[src/shiprrip_pkg.sv]
// ----------------------------------------------------------------------------
// shiprrip_pkg
// Shared types and constants of the dead-block-aware RRIP replacement block.
// ----------------------------------------------------------------------------
package shiprrip_pkg;

  // Request kinds carried in the slave-side tuser.
  localparam logic OP_VICTIM = 1'b0;
  localparam logic OP_UPDATE = 1'b1;

  // Configuration register indexes.
  localparam logic [1:0] CFG_STREAM_THR = 2'd0;
  localparam logic [1:0] CFG_REUSE_THR  = 2'd1;
  localparam logic [1:0] CFG_DECAY_INT  = 2'd2;

  localparam int CFG_IDX_W  = 2;
  localparam int CFG_DATA_W = 16;

  // Field widths of one request and one result.
  localparam int SET_FIELD_W  = 11;
  localparam int WAY_FIELD_W  = 4;
  localparam int ADDR_W       = 64;
  localparam int PC_FIELD_W   = 6;
  localparam int IN_TDATA_W   = 88;
  localparam int OUT_TDATA_W  = 8;

  // Bit positions inside the slave-side tdata.
  localparam int SET_LSB  = 0;
  localparam int WAY_LSB  = SET_LSB + SET_FIELD_W;
  localparam int ADDR_LSB = WAY_LSB + WAY_FIELD_W;
  localparam int PC_LSB   = ADDR_LSB + ADDR_W;
  localparam int HIT_LSB  = PC_LSB + PC_FIELD_W;

  // Block address to signature: the line offset is dropped.
  localparam int LINE_SHIFT = 6;

  localparam int STREAM_ENTRIES = 2;

  localparam logic [1:0] CTR_MAX  = 2'd3;
  localparam logic [1:0] RRPV_FAR = 2'd3;

  // Controller to datapath commands.
  typedef struct packed {
    logic load;    // capture a request and read its set
    logic exec;    // compute and write back the request
    logic clr;     // write reset values at the sweep counter
    logic sw_rd;   // read the set at the sweep counter
    logic sw_wr;   // write back the decayed set
    logic cnt_inc;
    logic cnt_clr;
  } cmd_t;

  // Datapath to controller status.
  typedef struct packed {
    logic is_victim;
    logic out_full;
    logic sweep_req;
    logic clr_last;
    logic set_last;
  } status_t;

endpackage

[src/shiprrip_ctrl.sv]
// ----------------------------------------------------------------------------
// shiprrip_ctrl
// Sequencer for the clearing pass, request execution and decay sweeps.
// ----------------------------------------------------------------------------
module shiprrip_ctrl (
  input  logic                  clk,
  input  logic                  rst,
  input  logic                  s_tvalid,
  output logic                  s_tready,
  output shiprrip_pkg::cmd_t    cmd,
  input  shiprrip_pkg::status_t status
);
  import shiprrip_pkg::*;

  typedef enum logic [4:0] {
    ST_CLEAR = 5'b00001,
    ST_IDLE  = 5'b00010,
    ST_EXEC  = 5'b00100,
    ST_SW_RD = 5'b01000,
    ST_SW_WR = 5'b10000
  } state_t;

  state_t state, state_next;

  // State register.
  always_ff @(posedge clk) begin
    if (rst) begin
      state <= ST_CLEAR;
    end else begin
      state <= state_next;
    end
  end

  assign s_tready = (state == ST_IDLE);

  // Next state and commands.
  always_comb begin
    state_next = state;
    cmd        = '0;
    unique case (state)
      ST_CLEAR: begin
        cmd.clr     = 1'b1;
        cmd.cnt_inc = 1'b1;
        if (status.clr_last) begin
          cmd.cnt_inc = 1'b0;
          cmd.cnt_clr = 1'b1;
          state_next  = ST_IDLE;
        end
      end
      ST_IDLE: begin
        if (s_tvalid) begin
          cmd.load   = 1'b1;
          state_next = ST_EXEC;
        end
      end
      ST_EXEC: begin
        // A victim result waits here while the output register is full.
        if (!(status.is_victim && status.out_full)) begin
          cmd.exec = 1'b1;
          if (status.sweep_req) begin
            cmd.cnt_clr = 1'b1;
            state_next  = ST_SW_RD;
          end else begin
            state_next = ST_IDLE;
          end
        end
      end
      ST_SW_RD: begin
        cmd.sw_rd  = 1'b1;
        state_next = ST_SW_WR;
      end
      ST_SW_WR: begin
        cmd.sw_wr = 1'b1;
        if (status.set_last) begin
          cmd.cnt_clr = 1'b1;
          state_next  = ST_IDLE;
        end else begin
          cmd.cnt_inc = 1'b1;
          state_next  = ST_SW_RD;
        end
      end
      default: begin
        state_next = ST_CLEAR;
      end
    endcase
  end

endmodule

[config.mk]
export PLATFORM = sky130hd
export DESIGN_NAME = shiprrip_ctrl
export DESIGN_NICKNAME = d
export VERILOG_FILES = /design/src/shiprrip_pkg.sv /design/src/shiprrip_ctrl.sv
export SDC_FILE = /design/constraint.sdc
export NUM_CORES = 1
export LEC_CHECK = 0
export BUFFER_PORTS_ARGS = -buffer_cell sky130_fd_sc_hd__buf_4
export CAP_MARGIN = 25
export CORE_AREA = 2 2 39 41
export DETAILED_ROUTE_END_ITERATION = 16
export DIE_AREA = 0 0 41 43
export SLEW_MARGIN = 40
export SYNTH_ARGS = -nofsm -noshare
export SYNTH_HDL_FRONTEND = slang
export SYNTH_SLANG_ARGS = --single-unit
[constraint.sdc]
create_clock -name clk -period 2.7 [get_ports clk]
set_input_delay 0.135 -clock clk [delete_from_list [all_inputs] [get_ports clk]]
set_output_delay 0.135 -clock clk [all_outputs]
set_load 0.02 [all_outputs]
==> summary.md, run 1 <==
| Metric | Value |
|---|---|
| Die ar. | `roughly 1800 µm²` |
| Top_reg_cell synth | `dfxtp_1` |
| Max Clock Freq | `0.5743 GHz` |
| Setup slack after layout | `0.9588 ns` |
| Final Setup Violations | `0` |
| Layout overhead on the synthesized area | `39.46%` |
| Core area | `between 1000 and 1500 µm²` |
| Worst endpoint required time | `2.57 ns` |
| Layout Nets | `71` |
| Ports | `16` |
| Largest regs | `state (5)` |
| Hold Violations, Final | `0` |
| Std-Cell Rows | `14` |
| Status | `complete, no violations` |
| Area of the mapped netlist | `374.1 µm²` |
| Setup tns final | `0 ns` |
| CP Max Fanout | `8` |
| Critical path data arrival time | `roughly 1.6 ns` |
| P per Cell Area | `825.0 nW/µm²` |
| Slew HR | `0.7673` |
| Initial antenna violation count | `0` |
| Worst hold path class | `input port to flop` |
| Synth Warn # | `0` |
| Pre-CTS setup slack | `~1.2 ns` |
| Bufs on Longest Clock Path | `2` |
| Yosys cell types | `29` |
| EDFF count, synth | `0` |
| Slew @ Worst Pin | `0.3437 ns` |
| Post-CTS setup buffer count | `0` |
| Ys async rst share | `0` |
| CTS tree | `yes` |
| Syn_area_per_cell | `8.502 µm²` |
| Clock Sinks | `5` |
| Critical-path cell list | `or3_4 -> nor3b_4 -> and2_1 -> buf_4` |
| Gpl congestion | `between 0.7 and 0.8` |
| Hold-fix buffers, CTS | `0` |
| Root Buffer | `clkbuf_4` |
| Setup CP Type | `flop to primary output` |
| Post-Synthesis Cells | `44` |
| WL/cell | `11.99 µm` |
| DR pass1 iterations | `4` |
| Skew-Pair Late Insertion Delay | `about 0.26 ns` |
| First-pass GRT wire length | `around 1500 µm` |
| Critical Path Sink Type | `primary output` |
| CP max stage cell | `or3_4` |
| PostCTS Resize Cnt | `0` |
| TritonCTS Buffers | `3` |
| Dpl cell area | `495.5 µm²` |
| Initial DRC count | `6` |
| Clk slew on worst S/H paths | `0.05 ns` |
| CP peak stage delay | `0.41 ns` |
| Sequential fraction of the synthesis area | `0.2676` |
| Unrepaired setup endpoints after global routing | `false` |
| Diode count | `0` |
| Minimum clock period | `1.741 ns` |
| Htree depth | `1` |
| Share of layout cells above drive strength 1 | `0.3548` |
| Fin util | `0.3770` |
| GR Util All Layers | `0.1354` |
| Layout Skew | `approximately 0.0014 ns` |
| Max reg flops | `5` |
| Initial core utilization | `0.2703` |
| Final period util | `0.6449` |
| Antenna-violating nets left | `0` |
| Max-Cap Viols | `0` |
| Static leakage | `0.0002405 µW` |
| Buffers on Ports | `15` |
| Routed wire length | `just over 900 µm` |
| Largest reg by FF count | `state` |
| Fill count | `159` |
| CP Launch Type | `flop` |
| CP Buf/Inv Count | `1` |
| Mapped Nets | `52` |
| Fin Hold WS | `0.06716 ns` |
| Vias in the first global route | `359` |
| Placed wire-length estimate | `727.6 µm` |
| DRC Markers | `0` |
| Max Slew Vio Count | `0` |
| Fin area | `521.8 µm²` |
| FF+latch count, synth | `5` |
| Via count | `401` |
| Largest net degree at the start of global routing | `9` |
| Total gr overflow | `0` |
| Peak VDD IR | `0.4008 mV` |
| Die W | `41 µm` |
| Kind of cell adding the most delay to the critical path | `simple AND/OR/NAND/NOR gates` |
| Vias/cell | `5.141` |
| Die Y | `43 µm` |
## final timing paths
| kind | to | slack [ns] | start | cells after the start |
|---|---|---|---|---|
| hold / removal | state[4] | 0.07 | rst | 2 |
| setup reg to reg | state[1] | 1.24 | state[3] | 4 |
| setup / recovery | cmd[6] | 0.96 | state[3] | 4 |
| hold reg to reg | state[1] | 0.69 | state[1] | 3 |
## Yosys cell counts, drive strengths merged, types with 2 or more instances
master	count	area share
a21oi	2	0.027
dfxtp	5	0.27
inv	3	0.030
nand3b	2	0.040
nor2	5	0.050
nor3	2	0.027
nor3b	4	0.12
o21ai	3	0.040
## area by class of cell
class | count | area [µm²] | area share
Multi-Input combinational cell | 35 | 251.5 | 0.4820
Timing Repair Buffer | 15 | 112.6 | 0.2158
Sequential cell | 5 | 100.1 | 0.1918
Clock buffer | 4 | 26.28 | 0.05036
Tap cell | 16 | 20.02 | 0.03837
Inverter | 3 | 11.26 | 0.02158
## power by group
group | internal [µW] | leakage (µW) | switching [µW]
Clock | 56.5 | 0.0000150 | 39.9
Sequential | 88.0 | 0.0000407 | 24.5
Combinational | 111 | 0.000185 | 110
## per-stage QoR
stage,cells,power [µW]
floorplan,44,264.0
global placement,74,337.8
detailed placement,74,336.4
CTS,78,435.2
global route,78,464.9
finish,78,430.4
## layer usage
metal	vias up	GRT usage	routed length [µm]
met1	180	0.1635	402
met2	12	0.1781	447
li1	204	-	-
met3	5	0.04712	43
met5	-	0	0
met4	0	0.1200	42
## layout by cell type, fill, tap and decap left out, drive strengths merged, types with 2 or more instances in the layout
cell type and n:
nor3 2, a21oi 2, clkbuf 4, inv 3
nor3b 4, dfxtp 5, nor2 5, buf 15
o21ai 3, nand3b 2
## cells by family after synthesis
| family | after synthesis | share of synthesized area |
|---|---|---|
| AND/OR/NAND/NOR | 21 | 0.3946 |
| AO/OA/AOI/OAI | 13 | 0.2542 |
| flip-flops | 5 | 0.2676 |
| buffers and inverters | 4 | 0.06020 |
| XOR/XNOR | 1 | 0.02342 |
Power figures use the tool's default switching activity.
==> inputs of run 2 (changes only) <==
--- a/config.mk
+++ b/config.mk
@@ -5,6 +5,7 @@
 export SDC_FILE = /design/constraint.sdc
 export NUM_CORES = 1
 export LEC_CHECK = 0
+export ABC_AREA = 1
 export BUFFER_PORTS_ARGS = -buffer_cell sky130_fd_sc_hd__buf_4
 export CAP_MARGIN = 25
 export CORE_AREA = 2 2 39 41
==> constraint.sdc (replaced) <==
create_clock -name clk -period 1.45 [get_ports clk]
set_input_delay 0.0725 -clock clk [delete_from_list [all_inputs] [get_ports clk]]
set_output_delay 0.0725 -clock clk [all_outputs]
set_load 0.02 [all_outputs]
==> run 2 against run 1 <==
  * Largest cell class unchanged
  * Count of clock-buffer cells in the layout stayed put
  * First-iteration DRC count grew 120%
  * Combinational power grew 8%
  * Worst setup slack got worse by 0.91 ns
  * Register-to-register slack lost 0.90 ns
  * Critical path depth up 3
  * Final area is 3.1% higher
  * Flip-flop and latch count unchanged
  * Synthesized cell count rose by 18%
  * Via count rose by 1.5%
  * Global-route usage decreased by 2.0 points
  * Largest power group unchanged
==> summary.md, run 2 <==
| Metric | Value |
|---|---|
| CP peak stage delay | `0.34 ns` |
| FF-to-FF setup slack | `0.34 ns` |
| Largest regs | `state (5)` |
| Max Clock Freq | `0.7139 GHz` |
| Hold Violations, Final | `0` |
| Peak VDD IR | `0.3246 mV` |
| Critical-path cell list | `inv_1 -> nor2_4 -> nand3_4 -> a21oi_2 -> nand2_1 -> o211ai_1 -> buf_4` |
| Critical R2R Launch | `state[2]` |
| Commonest non-fill, non-tap cell in the layout | `buf_4` |
| CP Launch Type | `flop` |
| Ports | `16` |
| Setup CP Type | `flop to primary output` |
| Htree depth | `1` |
| Yosys top cell area share | `0.2827` |
| Hold path depth | `2` |
| Post-Synthesis Cells | `52` |
| DR pass1 iterations | `4` |
| Static leakage | `0.0002728 µW` |
| Vias/cell | `4.625` |
| Gpl congestion | `between 0.8 and 0.9` |
| Std-Cell Rows | `14` |
| Critical Path Sink Type | `primary output` |
| Top cells by area in the synthesized netlist | `dfxtp_1, inv_1, nor2_4` |
| Top_reg_cell synth | `dfxtp_1` |
| Worst min-delay path startpoint | `rst` |
| Yosys cell types | `17` |
| Initial core utilization | `0.2559` |
| Largest net degree at the start of global routing | `9` |
| Share of layout cells above drive strength 1 | `0.4444` |
| Layout Skew | `0.001410 ns` |
| CP max stage cell | `dfxtp_2` |
| Fin util | `0.3888` |
| Final period util | `0.9660` |
| Syn_area_per_cell | `6.809 µm²` |
| FF+latch count, synth | `5` |
| Critical path data arrival time | `roughly 1.3 ns` |
| Root Buffer | `clkbuf_4` |
| Pre-CTS setup slack | `0.2764 ns` |
| Mapped Nets | `60` |
| GR Util All Layers | `0.1156` |
| Minimum clock period | `1.401 ns` |
| Synth area leader | `dfxtp_1` |
| Setup slack after layout | `0.04930 ns` |
| Slew HR | `0.8492` |
| Placed wire-length estimate | `692.4 µm` |
| Synth Warn # | `0` |
| Largest reg by FF count | `state` |
| Unrepaired setup endpoints after global routing | `true` |
| Commonest non-fill, non-tap cells in the layout | `buf_4, inv_1, nor2_1, nand2_1, nand4_1` |
| CP Max Fanout | `4` |
| Skew-Pair Late Insertion Delay | `0.24 ns` |
| Die W | `41 µm` |
| CTS tree | `yes` |
| R2R Path End | `state[1]` |
| Hold-fix buffers, CTS | `0` |
| Die ar. | `1763 µm²` |
| Most frequent cell after synthesis | `inv_1` |
| Initial DRC count | `13` |
| Ys async rst share | `0` |
| Slew @ Worst Pin | `0.2258 ns` |
| Total gr overflow | `0` |
| Vias in the first global route | `about 370` |
| Diode count | `0` |
| Final Setup Violations | `0` |
| Clock Sinks | `5` |
| Max Slew Vio Count | `0` |
| EDFF count, synth | `0` |
| Max-Cap Viols | `0` |
| Hold EP | `state[1]` |
| Sequential fraction of the synthesis area | `0.2827` |
| Initial antenna violation count | `0` |
| Core area | `1384 µm²` |
| Via count | `407` |
| Worst hold path class | `input port to flop` |
| CP Buf/Inv Count | `2` |
| R2R cell count | `7` |
| Clk slew on worst S/H paths | `0.04 ns` |
| TritonCTS Buffers | `3` |
| Max reg flops | `5` |
| Layout overhead on the synthesized area | `51.94%` |
| DRC Markers | `0` |
| P per Cell Area | `~1100 nW/µm²` |
| Layout Nets | `81` |
| Bufs on Longest Clock Path | `2` |
| Worst endpoint required time | `about 1.4 ns` |
| Status | `complete, no violations` |
| Kind of cell adding the most delay to the critical path | `flip-flops` |
| Buffers on Ports | `15` |
| Die Y | `43 µm` |
| Routed wire length | `876 µm` |
| Synth top cells by count | `inv_1, nor2_1, nand2_1, dfxtp_1, nand4_1` |
| WL/cell | `9.955 µm` |
| Area of the mapped netlist | `354.1 µm²` |
| Antenna-violating nets left | `0` |
| First-pass GRT wire length | `1352 µm` |
run 2: how the worst max path moves through the flow:
| stage | end | start | depth (start not counted) | slack, ns |
|---|---|---|---|---|
| 2_1_floorplan | cmd[0] | state[2] | 6 | 0.20 |
| 3_3_place_gp | cmd[0] | state[2] | 7 | 0.28 |
| 3_5_place_dp | cmd[0] | state[2] | 7 | 0.28 |
| 4_1_cts | cmd[0] | state[2] | 7 | 0.006 |
| 5_1_grt | cmd[0] | state[2] | 7 | -0.04 |
| 6_report | cmd[0] | state[2] | 7 | 0.05 |
run 2: routing by layer:
layer | vias to the layer above | part of all wire | GRT usage
met5 | - | 0 | 0
met1 | 177 | 0.41 | 0.1194
li1 | 209 | - | -
met4 | 0 | 0 | 0.06000
met3 | 0 | 0.065 | 0.06283
met2 | 21 | 0.53 | 0.1781
run 2: what timing repair did:
item | in CTS | in global routing
gates resized for setup | 0 | 5
endpoints found under the setup margin | 0 | 2
setup buffers | 0 | 1
run 2: per-stage QoR:
| stage | power, µW | instances | hold WS (ns) | TNS, ns | area (µm²) |
|---|---|---|---|---|---|
| 6_report | 570.6 | 88 | 0.01993 | 0 | 538.0 |
| 5_1_grt | 605.2 | 88 | 0.01666 | -0.04339 | 538.0 |
| 3_5_place_dp | 396.5 | 83 | 0.2733 | 0 | 486.7 |
| 4_1_cts | 560.7 | 87 | 0.01595 | 0 | 513.0 |
| 3_3_place_gp | 396.8 | 83 | 0.2690 | 0 | 486.7 |
| 2_1_floorplan | 314.9 | 52 | 0.1349 | 0 | 354.1 |
run 2: power breakdown:
group | total [µW] | switching, µW | leakage (µW) | internal (µW)
Clock | 159 | 55.3 | 0.0000150 | 104
Combinational | 240 | 138 | 0.000217 | 102
Sequential | 172 | 17.0 | 0.0000410 | 155
run 2: cell families (layout without fill, tap and decap cells):
family	after synthesis	after routing	share of synthesized area
compound gates	5	5	0.1131
buf+inv	11	31	0.1166
flops	5	5	0.2827
simple gates	31	31	0.4876
run 2: area by class of cell:
type | instances | area (µm²)
clock buffers | 4 | 26.28
fillers | 157 | 845.8
inverters | 11 | 41.29
multi-input cells | 36 | 227.7
flip-flops and latches | 5 | 102.6
well taps | 16 | 20.02
repair buffers | 16 | 120.1
run 2: worst register-to-register path, stage by stage, from the launching register on:
cell and delay [ns]:
dfxtp_2 0.34, inv_1 0.08, nor2_4 0.12, nand3_4 0.10, nor2_1 0.16, nor2_1 0.08, nand2_1 0.08, a21oi_2 0.05
